<file path="config.mk">
export PLATFORM = sky130hd
export DESIGN_NAME = chtb_ram
export DESIGN_NICKNAME = d
export VERILOG_FILES = /design/src/chtb_ram.sv
export SDC_FILE = /design/constraint.sdc
export NUM_CORES = 2
export LEC_CHECK = 0
export BUFFER_PORTS_ARGS = -buffer_cell sky130_fd_sc_hd__clkbuf_2
export CORE_ASPECT_RATIO = 1.2
export CORE_MARGIN = 4
export CORE_UTILIZATION = 40
export CTS_CLUSTER_DIAMETER = 150
export DETAILED_ROUTE_END_ITERATION = 7
export PLACE_DENSITY = 0.53
export SLEW_MARGIN = 10
export SYNTH_ARGS = -nofsm -noshare
export SYNTH_HDL_FRONTEND = slang
export SYNTH_SLANG_ARGS = --single-unit
</file>
<file path="constraint.sdc">
create_clock -name clk -period 4.68 [get_ports clk]
set_input_delay 0.234 -clock clk [delete_from_list [all_inputs] [get_ports clk]]
set_output_delay 0.234 -clock clk [all_outputs]
set_load 0.02 [all_outputs]
</file>
<file path="src/chtb_ram.sv">
// ============================================================================
// chtb_ram: generic single-write, single-read RAM
// Registered read that updates only when the read enable is high.
// ============================================================================
module chtb_ram #(
    parameter int WIDTH = 8,
    parameter int DEPTH = 256
) (
    input  logic                                 clk,
    input  logic                                 wr_en,
    input  logic [(DEPTH > 1 ? $clog2(DEPTH) : 1)-1:0] wr_addr,
    input  logic [WIDTH-1:0]                     wr_data,
    input  logic                                 rd_en,
    input  logic [(DEPTH > 1 ? $clog2(DEPTH) : 1)-1:0] rd_addr,
    output logic [WIDTH-1:0]                     rd_data
);

    logic [WIDTH-1:0] mem [DEPTH];

    always_ff @(posedge clk)
    begin
        if (wr_en)
        begin
            mem[wr_addr] <= wr_data;
        end
        if (rd_en)
        begin
            rd_data <= mem[rd_addr];
        end
    end

endmodule

</file>
==> reports/metrics.cfg <==
[synth]
synth_edf_count = 2056
netlist_instances = 3733
synth_commonest_cells = 2056 x edfxtp_1, 454 x mux4_2, 282 x nor2_1
syn_nets = 3760
synth_seq_area_share_pct = 77.5
yosysTopAreaCell = edfxtp_1
async_flop_share_pct = 0
syn-cell-area_mm2 = 0.0796
ys_top_cells_by_area = edfxtp_1 78%, mux4_2 13%, mux2i_1 1.7%
yosysMostFrequentCell = edfxtp_1
synth.distinct_cells = 54
synth-seq-cells = 2056
yosysWarningCount = 0
synth_top_area_share_pct = 77.5
synth_area_per_cell_um2 = 21.3
synth_flop_cell = edfxtp_1

[critical_path]
crit_path_max_fanout = 74
worst-setup-path-type = in2reg
r2r-start = mem[52][4]
worstSetupStartpoint = rd_addr[1]
crit_path_end_kind = flip-flop
start_kind = primary input
crit_required_ns = 5.25
cp.arrival_ns = 4.09

[cells_and_area]
finalNetCount = 3987
multi_input_area_mm2 = 0.0165
syn2layout_area_growth_pct = 13.5
fillCellCount = 16700
seqCellArea_mm2 = 0.0617
drive_gt1_share_pct = 24.5
final_util_pct = 45.6

[floorplan]
die_h_um = 497
ios = 35
dieArea_mm2 = 0.206
core_area_mm2 = 0.198
placementRows = 179
start_util_pct = 40.2
die_w_um = 415

[hold_path]
holdCritPathClass = in2reg
min-delay-start = wr_addr[1]

[place]
gp_congestion = 0.827
hpwl_um = 131000
port_buffers = 34

[clock_tree]
htree_levels = 4
ctsResizeCount = 0
clk_latency_ns = 0.85
cts_inserted_buffers = 206
clk_pin_slew_ns = 0.06
root_buffer = clkbuf_16
cts_tree = yes
ctsLongestPathBuffers = 3
clock-sinks = 2056

[global_route]
grt_pass1_wl_um = 303000
grtUsageTotal_pct = 20.6
grt_overflow = 0
grt_max_degree = 159
grt_pass1_vias = 39500
antenna_found_initial = 14

[timing]
tightest_slew_ns = 1.24
fin_crit_sh_pct = 75.3
tns_ns = 0
relSlewSlack_pct = 16.9
hold_viol = 0
fin_crit_ns = 3.52
hold-worst-slack_ns = 0.144
timing.fmax_mhz = 284
grt_setup_unrepaired = false
skew_ns = 0.0304
setup_viol_count_final = 0
drv_slew = 0

[power_and_ir_drop]
leakagePower_nw = 27.9
powerDensity_mw_per_mm2 = 427
irDropWorstVdd_mv = 0.388

[routing]
final_antenna_net_count = 0
postRouteWirelength_um = 213000
avgViaCountPerCell = 5.73
drc_errors = 0
vias = 38800
wire_per_inst_um = 31.4
drtIter0Drc = 4525
dr.pass1.iters = 6

[run]
maxCapViolCount = 0

[run_status]
status = finished clean

where the power goes:
group          switching (mW)  internal (mW)
registers              0.0372           20.3
logic                    1.26          0.642
clock network            7.01           9.34
total                    8.30           30.3
final cells by class:
cell class / count / share of cell area [%]
flip-flops and latches: 2056 / 68.3
diodes: 4 / 0.0111
well taps: 2624 / 3.63
clock buffers: 251 / 5.96
clock inverters: 135 / 1.39
multi-input cells: 1442 / 18.3
inverters: 2 / 0.00830
repair buffers: 252 / 2.40
worst paths after layout:
check | to | slack (ns) | cells after the start
setup reg to reg | rd_data[4] | 1.61 | 7
setup / recovery | rd_data[4] | 1.16 | 9
hold / removal | mem[163][7] | 0.14 | 3
hold reg to reg | rd_data[3] | 1.23 | 5
critical path, cell delays in order:
cell,delay (ns)
buf_8,0.49
buf_12,0.31
nand3b_1,0.55
o22ai_1,0.17
o21ai_0,0.41
nand3_1,0.30
nor4_1,1.12
buf_4,0.27
nor4_1,0.05
metal layers:
metal,GRT usage (%),up-vias,part of all wire (%)
met2,35.3,1226,51
met4,6.46,4,3.2
met3,3.14,299,5.5
li1,-,16200,-
met5,0,-,0.013
met1,27.2,21100,41
state kept, by name (all words and copies together) (netlist names):
signal   count
mem       2048
rd_data      8
cells by family after synthesis:
logic type | count (synthesis) | share of synthesized area (%)
DFF | 2056 | 77.5
muxes | 591 | 14.6
buffers and inverters | 235 | 1.83
AOI/OAI and AO/OA | 385 | 3.42
and+or+nand+nor | 466 | 2.63
cell usage in the layout, fill, tap and decap left out, drive strengths merged, types with 4 or more instances in the layout:
master,Yosys,routed
nor4,27,27
nand2b,8,8
mux2i,134,134
clkinvlp,0,10
nand2,33,33
edfxtp,2056,2056
a22o,8,8
clkinv,1,96
o32ai,5,5
nor2,282,282
and2,6,6
o211ai,10,10
clkbuf,111,273
bufinv,0,21
or2,4,4
a21oi,96,96
o22ai,28,28
nor2b,31,31
nor3,22,22
inv,1,10
a22oi,133,133
o22a,5,5
o221ai,47,47
mux4,456,456
a2111oi,5,5
buf,122,221
a211oi,16,16
diode,0,4
o21ai,12,12
nand4,10,10
a221oi,14,14
dlygate4sd3,0,9
nand3,34,34
stage by stage:
| step | setup WS [ns] | instances | total power [mW] | area (um^2) |
|---|---|---|---|---|
| final | 1.16 | 6766 | 38.6 | 90400 |
| after global routing | 1.15 | 6763 | 39.8 | 90400 |
| after CTS | 1.20 | 6762 | 38.9 | 90400 |
| after detailed placement | 0.287 | 6367 | 22.7 | 83700 |
| after global placement | 0.128 | 6363 | 22.6 | 83600 |
| after floorplan | 2.37 | 3733 | 21.7 | 79600 |
timing repair:
| action | 4_1_cts | 5_1_grt |
|---|---|---|
| endpoints found under the hold margin | 445 | 0 |
| hold buffers | 9 | 0 |
| setup buffers | 0 | 0 |
Note: power is estimated with default switching activity, not from simulation.
