$ cat config.mk
export PLATFORM = sky130hd
export DESIGN_NAME = chtb_ctrl
export DESIGN_NICKNAME = d
export VERILOG_FILES = /design/src/chtb_pkg.sv /design/src/chtb_ctrl.sv
export SDC_FILE = /design/constraint.sdc
export NUM_CORES = 1
export LEC_CHECK = 0
export BUFFER_PORTS_ARGS = -buffer_cell sky130_fd_sc_hd__buf_2
export CORE_ASPECT_RATIO = 0.5
export CORE_MARGIN = 1
export CORE_UTILIZATION = 50
export DETAILED_ROUTE_END_ITERATION = 10
export PLACE_DENSITY_LB_ADDON = 0.25
export SLEW_MARGIN = 0
export SYNTH_ARGS = -nofsm -noshare
export SYNTH_HDL_FRONTEND = slang
export SYNTH_SLANG_ARGS = --single-unit
$ cat constraint.sdc
create_clock -name clk -period 13.8 [get_ports clk]
set_input_delay 2.76 -clock clk [delete_from_list [all_inputs] [get_ports clk]]
set_output_delay 2.76 -clock clk [all_outputs]
set_load 0.005 [all_outputs]
$ cat src/chtb_pkg.sv
// ============================================================================
// chtb_pkg: shared definitions for the canonical Huffman table builder
// Field widths, operation and status codes, and the issue record that passes
// from the decision stage to the result stage.
// ============================================================================
package chtb_pkg;

    localparam int MAX_CODE_BITS_DEF = 16;
    localparam int SYMBOL_SLOTS_DEF  = 256;

    localparam int MODE_W   = 3;
    localparam int SYM_W    = 8;
    localparam int LEN_W    = 5;
    localparam int POS_W    = 8;
    localparam int CODE_W   = 16;
    localparam int COUNT_W  = 9;
    localparam int STATUS_W = 2;

    localparam logic [MODE_W-1:0] MODE_LOAD   = 3'd0;
    localparam logic [MODE_W-1:0] MODE_LOOKUP = 3'd1;
    localparam logic [MODE_W-1:0] MODE_COUNT  = 3'd2;
    localparam logic [MODE_W-1:0] MODE_AT_POS = 3'd3;
    localparam logic [MODE_W-1:0] MODE_CLEAR  = 3'd4;

    localparam logic [STATUS_W-1:0] ST_OK    = 2'd0;
    localparam logic [STATUS_W-1:0] ST_ORDER = 2'd1;
    localparam logic [STATUS_W-1:0] ST_FULL  = 2'd2;
    localparam logic [STATUS_W-1:0] ST_MISS  = 2'd3;

    // Which table read, if any, completes the result in the second stage.
    typedef enum logic [1:0] {
        SRC_NONE = 2'd0,
        SRC_SYM  = 2'd1,
        SRC_POS  = 2'd2
    } src_t;

    typedef struct packed {
        src_t                src;
        logic [CODE_W-1:0]   code;
        logic [LEN_W-1:0]    len;
        logic [COUNT_W-1:0]  count;
        logic [SYM_W-1:0]    sym;
        logic [STATUS_W-1:0] status;
    } issue_t;

endpackage

$ cat src/chtb_ctrl.sv
// ============================================================================
// chtb_ctrl: table state and per-request decision
// Holds the present bits, per-length counts and the running canonical code,
// decides each request and drives the table RAM ports.
// ============================================================================
module chtb_ctrl #(
    parameter int MAX_CODE_BITS = chtb_pkg::MAX_CODE_BITS_DEF,
    parameter int SYMBOL_SLOTS  = chtb_pkg::SYMBOL_SLOTS_DEF,
    localparam int IDX_W = (SYMBOL_SLOTS > 1) ? $clog2(SYMBOL_SLOTS) : 1,
    localparam int CW    = MAX_CODE_BITS
) (
    input  logic                              clk,
    input  logic                              rst_n,
    input  logic                              fire,
    input  logic [chtb_pkg::MODE_W-1:0]       mode,
    input  logic [chtb_pkg::SYM_W-1:0]        symbol,
    input  logic [chtb_pkg::LEN_W-1:0]        code_length,
    input  logic [chtb_pkg::POS_W-1:0]        position,
    output chtb_pkg::issue_t                  issue,
    output logic                              sym_wr_en,
    output logic [IDX_W-1:0]                  sym_addr,
    output logic [chtb_pkg::LEN_W+CW-1:0]     sym_wr_data,
    output logic                              pos_wr_en,
    output logic [IDX_W-1:0]                  pos_wr_addr,
    output logic [chtb_pkg::SYM_W+chtb_pkg::LEN_W+CW-1:0] pos_wr_data,
    output logic [IDX_W-1:0]                  pos_rd_addr
);

    localparam int TOT_W = $clog2(SYMBOL_SLOTS + 1);
    localparam int NC_W  = MAX_CODE_BITS + 1;
    localparam int CI_W  = (MAX_CODE_BITS > 1) ? $clog2(MAX_CODE_BITS) : 1;
    localparam logic [chtb_pkg::SYM_W:0]   SLOT_LIM = (chtb_pkg::SYM_W + 1)'(SYMBOL_SLOTS);
    localparam logic [chtb_pkg::LEN_W-1:0] LEN_MAX  = chtb_pkg::LEN_W'(MAX_CODE_BITS);

    logic                          present_reg [SYMBOL_SLOTS];
    logic                          present_next [SYMBOL_SLOTS];
    logic [chtb_pkg::COUNT_W-1:0]  count_reg [MAX_CODE_BITS];
    logic [chtb_pkg::COUNT_W-1:0]  count_next [MAX_CODE_BITS];
    logic [NC_W-1:0]               next_code_reg, next_code_next;
    logic [chtb_pkg::LEN_W-1:0]    cur_len_reg, cur_len_next;
    logic [TOT_W-1:0]              total_reg, total_next;

    logic                          sym_in_range;
    logic                          present;
    logic                          len_ok;
    logic [CI_W-1:0]               cnt_idx;
    logic [chtb_pkg::LEN_W-1:0]    shamt;
    logic [NC_W-1:0]               cand;
    logic                          full;
    logic                          load_ok;
    logic                          clear;
    logic [chtb_pkg::COUNT_W-1:0]  bumped;

    assign sym_addr     = symbol[IDX_W-1:0];
    assign sym_in_range = {1'b0, symbol} < SLOT_LIM;
    assign present      = sym_in_range && present_reg[sym_addr];
    assign len_ok       = (code_length != '0) && (code_length <= LEN_MAX);
    assign cnt_idx      = CI_W'(code_length - chtb_pkg::LEN_W'(1));
    assign shamt        = code_length - cur_len_reg;
    // The running code never exceeds 2^current_length, so the shifted value fits.
    assign cand         = NC_W'(next_code_reg << shamt);
    assign full         = (cand >> code_length) != '0;
    assign bumped       = count_reg[cnt_idx] + chtb_pkg::COUNT_W'(1);

    always_comb
    begin
        issue        = '0;
        issue.src    = chtb_pkg::SRC_NONE;
        issue.status = chtb_pkg::ST_OK;
        load_ok      = 1'b0;
        clear        = 1'b0;
        case (mode)
            chtb_pkg::MODE_LOAD:
            begin
                if (!len_ok || (code_length < cur_len_reg))
                begin
                    issue.status = chtb_pkg::ST_ORDER;
                end
                else if (!sym_in_range || present)
                begin
                    issue.status = chtb_pkg::ST_MISS;
                end
                else if (full)
                begin
                    issue.status = chtb_pkg::ST_FULL;
                end
                else
                begin
                    load_ok     = 1'b1;
                    issue.code  = chtb_pkg::CODE_W'(cand);
                    issue.len   = code_length;
                    issue.count = bumped;
                    issue.sym   = symbol;
                end
            end
            chtb_pkg::MODE_LOOKUP:
            begin
                if (present)
                begin
                    issue.src = chtb_pkg::SRC_SYM;
                    issue.sym = symbol;
                end
                else
                begin
                    issue.status = chtb_pkg::ST_MISS;
                end
            end
            chtb_pkg::MODE_COUNT:
            begin
                if (len_ok)
                begin
                    issue.count = count_reg[cnt_idx];
                end
                else
                begin
                    issue.status = chtb_pkg::ST_MISS;
                end
            end
            chtb_pkg::MODE_AT_POS:
            begin
                if ((chtb_pkg::POS_W + 1)'(position) < (chtb_pkg::POS_W + 1)'(total_reg))
                begin
                    issue.src = chtb_pkg::SRC_POS;
                end
                else
                begin
                    issue.status = chtb_pkg::ST_MISS;
                end
            end
            chtb_pkg::MODE_CLEAR:
            begin
                clear = 1'b1;
            end
            default:
            begin
                issue.status = chtb_pkg::ST_MISS;
            end
        endcase
    end

    assign sym_wr_en   = fire && load_ok;
    assign sym_wr_data = {code_length, cand[CW-1:0]};
    assign pos_wr_en   = fire && load_ok;
    assign pos_wr_addr = total_reg[IDX_W-1:0];
    assign pos_wr_data = {symbol, code_length, cand[CW-1:0]};
    assign pos_rd_addr = position[IDX_W-1:0];

    always_comb
    begin
        present_next   = present_reg;
        count_next     = count_reg;
        next_code_next = next_code_reg;
        cur_len_next   = cur_len_reg;
        total_next     = total_reg;
        if (fire && clear)
        begin
            for (int i = 0; i < SYMBOL_SLOTS; i++)
            begin
                present_next[i] = 1'b0;
            end
            for (int j = 0; j < MAX_CODE_BITS; j++)
            begin
                count_next[j] = '0;
            end
            next_code_next = '0;
            cur_len_next   = chtb_pkg::LEN_W'(1);
            total_next     = '0;
        end
        else if (fire && load_ok)
        begin
            present_next[sym_addr] = 1'b1;
            count_next[cnt_idx]    = bumped;
            next_code_next         = cand + NC_W'(1);
            cur_len_next           = code_length;
            total_next             = total_reg + TOT_W'(1);
        end
    end

    always_ff @(posedge clk or negedge rst_n)
    begin
        if (!rst_n)
        begin
            for (int i = 0; i < SYMBOL_SLOTS; i++)
            begin
                present_reg[i] <= 1'b0;
            end
            for (int j = 0; j < MAX_CODE_BITS; j++)
            begin
                count_reg[j] <= '0;
            end
            next_code_reg <= '0;
            cur_len_reg   <= chtb_pkg::LEN_W'(1);
            total_reg     <= '0;
        end
        else
        begin
            present_reg   <= present_next;
            count_reg     <= count_next;
            next_code_reg <= next_code_next;
            cur_len_reg   <= cur_len_next;
            total_reg     <= total_next;
        end
    end

endmodule

==> flow_summary_export.csv, run 1 <==
group,metric,value,unit
routing,drt-wirelength-per-cell,22.9,um
sta,tightest_slew,1.20,ns
global_route,grt_pass1_wl,103000,um
sta,slew_viol_final,0,
sta,rsz0062_at_grt,"false",
final_layout,largest_register_ffs,256,
sta,slew_headroom,0.199,
sta,skew,0.0236,ns
clock_tree,clk_latency,0.57,ns
synth,synth_warnings,0,
routing,routed_via_density,6.17,
synth,synth.avg_cell_area,10.4,sq um
routing,vias,17800,
clock_tree,cts.clk_slew.worst_paths,0.06,ns
final_layout,mostFrequentLayoutCells,"430 x dfrtp_1, 410 x nand2_1, 220 x mux2i_1, 147 x nor2_1, 140 x buf_2",
pwr,ir_worst_vdd,0.0850,mV
clock_tree,clock_sinks,431,
sta,min_period,11.36,ns
sta,fin_crit_sh,0.823,
sta,fin_setup_tns,0,ns
placement,routabilityCongestion,0.928,
synth,synth_top_cell_by_area,"dfrtp_1",
synth,ys_ff_latch,431,
pwr,p_leak,11.0,nW
global_route,track_usage,0.280,
synth,syn_area,23200,sq um
placement,dp_slack,2.52,ns
synth,synth_cells,2243,
synth,yosysTopAreaCellShare,0.463,
job,drv_cap,0,
routing,drt_pass1_iterations,5,
final_layout,layout.cells.non_filler,2881,
final_layout,seqCellArea,10800,sq um
die,chipHeight,154,um
synth,ys_async_sr_fraction,1.00,
final_layout,layout_commonest_cell,"dfrtp_1",
sta,hold_viol,0,
sta,hold_ws,0.470,ns
global_route,antenna_found_initial,2,
status,status,"complete, no violations",
setup_path,crit_arrival,8.60,ns
synth,synth-edff-count,0,
setup_path,r2r_setup_slack,7.81,ns
setup_path,crit_path_end_kind,"output port",
routing,drc,0,
die,fp.dieW,307,um
final_layout,fillCellCount,3936,
clock_tree,root_buffer,"clkbuf_16",
routing,drt_iter0_drc,1796,
clock_tree,ctsLongestPathBuffers,3,
setup_path,path_class,"in2out",
die,initial_core_util,0.511,
setup_path,critPathMaxFanout,29,
routing,wirelength,66000,um
global_route,grt_max_degree,175,
final_layout,area_growth_syn_to_layout,9.37,%
synth,synth_ff_type,"dfrtp_1",
clock_tree,tritoncts,"done",
synth,synth_nets,2292,
die,num_rows,55,
clock_tree,hold_buffers,0,
final_layout,final_core_util,0.558,
die,dieArea,47400,sq um
setup_path,cp-start-kind,"primary input",
pwr,power.density,111,nW/um^2
synth,yosysUniqueCellTypes,82,
placement,dp_hpwl,40800,um
final_layout,nNetsFinal,2271,
die,num_io_pins,145,
sta,fmax,88.0,MHz
placement,place_inst,2806,
sta,setup_violations,0,
sta,setup_ws,2.44,ns
die,core-area,45500,sq um
global_route,globalRouteOverflowTotal,0,
setup_path,cp_data_required_time,11.04,ns
clock_tree,cts_htree_levels,2,
final_layout,drive_gt1_frac,0.189,
final_layout,multi_input_area,11100,sq um
placement,portBuffers,144,
clock_tree,postCtsSetupBuffers,0,
synth,yosys-top-cells-area,"dfrtp_1 46%, mux4_2 10%, mux2i_1 9.5%",
clock_tree,numCtsBuffers,41,
clock_tree,ctsResizeCount,0,
synth,seq_area_frac_synth,0.464,
global_route,first_global_vias,17200,
hold_path,hold_class,"reg2reg",
routing,ant_nets,0,
[critical path, cell delays in order]
cell      delay, ns
buf_4          0.36
clkinv_1       0.53
ha_1           0.40
fa_1           1.24
nand3_1        0.23
or2_2          0.37
a311oi_1       0.49
o21ai_1        0.28
a221o_1        0.37
o211ai_1       0.10
o21ai_2        0.13
and4_1         0.28
nor2_1         0.77
nor2b_1        0.09
buf_2          0.16
[final cells by class]
cell class / instances / area share
well taps: 627 / 0.0309
clock buffers: 55 / 0.0461
diodes: 1 / 0.0000985
clock inverters: 19 / 0.0113
multi-input cells: 1522 / 0.438
inverters: 34 / 0.00502
repair buffers: 192 / 0.0437
flip-flops and latches: 431 / 0.425
[cells by family after synthesis]
group,count (synthesis),share of synthesized area
multiplexers,330,0.199
buffers and inverters,290,0.0632
adder cells (fa/ha/maj),22,0.0122
XOR/XNOR,32,0.0127
flip-flops,431,0.464
AO/OA/AOI/OAI,401,0.111
AND/OR/NAND/NOR,737,0.138
[worst paths after layout]
check,startpoint,endpoint,depth (start not counted)
max,code_length[0],issue[8],15
min,present_reg[201],present_reg[201],2
max reg2reg,cur_len_reg[0],count_reg[6],13
min reg2reg,present_reg[201],present_reg[201],2
max in group asynchronous,rst_n,present_reg[166],3
min in group asynchronous,rst_n,count_reg[128],1
[power by group]
part | leakage (nW) | internal (mW) | switching [mW]
registers | 6.02 | 1.27 | 0.00629
clock network | 0.710 | 0.714 | 0.517
logic | 4.31 | 0.0974 | 0.216
total | 11.0 | 2.08 | 0.740
[synthesized netlist by cell type (all sizes together) (5+ instances only)]
library cell	number
nand3b	5
inv	32
a211o	5
a21oi	21
nor2b	16
buf	134
mux2	6
and3	7
a41oi	5
o211ai	9
clkbuf	122
nand2b	10
o21ai	181
xnor2	21
nor2	147
mux4	104
mux2i	220
or3	8
nor3	30
o211a	5
a31oi	64
nand4	15
o31ai	35
nand2	410
ha	21
a22oi	20
nor4	30
a21o	8
xor2	11
nand3	38
o22ai	5
dfrtp	430
[stage by stage]
stage               total power, mW  cell area, sq um
CTS                            2.83             25400
global placement               1.61             23900
floorplan                      1.51             23200
finish                         2.82             25400
detailed placement             1.61             23900
global route                   2.91             25400
[per-layer routing]
metal  track usage  up-vias  wire, um
li1              -     7877         -
met5             0        -         0
met1         0.409     9058     29200
met3        0.0433      134      4720
met2         0.429      709     29900
met4        0.0912        0      2140
No activity file was read; power rests on OpenSTA's default activity.
==> run 2, diff against run 1 <==
==> constraint.sdc (replaced) <==
create_clock -name clk -period 9.1 [get_ports clk]
set_input_delay 1.82 -clock clk [delete_from_list [all_inputs] [get_ports clk]]
set_output_delay 1.82 -clock clk [all_outputs]
set_load 0.005 [all_outputs]
==> flow_summary_export.csv, run 2 (synthesized netlist as in run 1, its figures left out) <==
group,metric,value,unit
status,status,"complete, no violations",
routing,ant_nets,0,
sta,fmax,118,MHz
setup_path,rr_startpoint,"cur_len_reg[0]",
die,initial_core_util,0.511,
sta,rsz0062_at_grt,"false",
pwr,ir_worst_vdd,0.142,mV
sta,setup_violations,0,
job,drv_cap,0,
sta,fin_crit_sh,0.932,
hold_path,hold_class,"reg2reg",
pwr,power.density,165,nW/um^2
clock_tree,tritoncts,"done",
placement,portBuffers,144,
final_layout,nNetsFinal,2286,
sta,slew_viol_final,0,
routing,drt_iter0_drc,1896,
pwr,p_leak,11.1,nW
sta,hold_viol,0,
global_route,globalRouteOverflowTotal,0,
hold_path,holdPathEnd,"present_reg[205]",
global_route,first_global_vias,17400,
global_route,antenna_found_initial,1,
placement,dp_hpwl,41800,um
clock_tree,root_buffer,"clkbuf_16",
setup_path,reg2reg_to,"count_reg[35]",
setup_path,crit_path_end_kind,"output port",
setup_path,path_class,"in2out",
final_layout,n_antenna_cell,0,
clock_tree,ctsResizeCount,0,
global_route,grt_pass1_wl,105000,um
setup_path,crit_arrival,6.66,ns
final_layout,drive_gt1_frac,0.194,
sta,fin_setup_tns,0,ns
clock_tree,ctsLongestPathBuffers,3,
die,fp.dieW,307,um
sta,skew,0.0255,ns
setup_path,critPathMaxFanout,19,
final_layout,layout_commonest_cell,"dfrtp_1",
hold_path,min_from,"present_reg[205]",
setup_path,cp_data_required_time,7.28,ns
sta,min_period,8.48,ns
setup_path,r2r_setup_slack,3.45,ns
pwr,power,4.20,mW
clock_tree,cts_htree_levels,2,
routing,wirelength,67000,um
clock_tree,hold_buffers,0,
hold_path,holdPathStages,2,
clock_tree,numCtsBuffers,41,
die,chipHeight,154,um
placement,place_inst,2821,
routing,drc,0,
die,num_rows,55,
final_layout,fillCellCount,3934,
final_layout,largest_register_ffs,256,
die,dieArea,47400,sq um
setup_path,worstRegToRegCells,14,
die,num_io_pins,145,
final_layout,seqCellArea,10800,sq um
final_layout,area_growth_syn_to_layout,9.50,%
clock_tree,cts.clk_slew.worst_paths,0.06,ns
sta,tightest_slew,1.17,ns
global_route,track_usage,0.285,
final_layout,multi_input_area,11100,sq um
clock_tree,postCtsSetupBuffers,0,
routing,vias,17800,
clock_tree,clk_latency,0.58,ns
routing,routed_via_density,6.13,
final_layout,layout.cells.non_filler,2897,
placement,routabilityCongestion,0.938,
final_layout,mostFrequentLayoutCells,"430 x dfrtp_1, 410 x nand2_1, 220 x mux2i_1, 147 x nor2_1, 140 x buf_2",
placement,dp_slack,0.708,ns
clock_tree,clock_sinks,431,
setup_path,cp-start-kind,"primary input",
die,core-area,45500,sq um
global_route,grt_max_degree,193,
sta,setup_ws,0.621,ns
sta,slew_headroom,0.217,
routing,drt_pass1_iterations,5,
routing,drt-wirelength-per-cell,23.1,um
## run 2: worst max path at each step
| stage | from | slack, ns | cells after the start | endpoint |
|---|---|---|---|---|
| 6_report | code_length[0] | 0.62 | 15 | issue[8] |
| 5_1_grt | code_length[0] | 0.37 | 15 | issue[8] |
| 4_1_cts | code_length[0] | 0.70 | 15 | issue[3] |
| 3_5_place_dp | code_length[0] | 0.71 | 15 | issue[3] |
| 3_3_place_gp | code_length[0] | 0.75 | 15 | issue[6] |
| 2_1_floorplan | code_length[0] | 1.56 | 17 | issue[24] |
## run 2: critical path, cell delays in order
cell	delay, ns
buf_4	0.22
clkinv_1	0.13
buf_4	0.21
ha_1	0.77
mux2i_1	0.29
mux4_2	0.58
a21boi_1	0.17
a2111oi_0	0.65
nor3_1	0.14
o2111a_1	0.19
o211a_4	0.28
and4_1	0.21
nor2_1	0.72
nor2b_1	0.11
buf_2	0.16
## run 2: report_power, final
group / total (mW) / internal, mW / switching, mW / leakage [nW]
Sequential: 1.93 / 1.92 / 0.00905 / 6.02
Clock: 1.78 / 0.991 / 0.792 / 0.686
Combinational: 0.485 / 0.152 / 0.332 / 4.38
## run 2: layout make-up
class | instances | area share
Sequential cell | 431 | 0.424
Clock inverter | 17 | 0.00708
Timing Repair Buffer | 207 | 0.0481
Multi-Input combinational cell | 1522 | 0.437
Inverter | 34 | 0.00502
Clock buffer | 59 | 0.0474
Tap cell | 627 | 0.0308
## run 2: metal layers
metal	wire [um]	global-route usage	vias up
met4	1860	0.0907	0
li1	-	-	7911
met5	0	0	-
met3	4350	0.0430	133
met1	29000	0.405	9055
met2	31800	0.454	658
## run 2: through the flow
stage                      util  area (sq um)  hold slack, ns
after floorplan               -         23200           0.443
after global placement    0.529         24000           0.455
after detailed placement  0.529         24000           0.460
after CTS                 0.559         25400           0.475
after global routing      0.559         25400           0.492
final                     0.559         25400           0.476
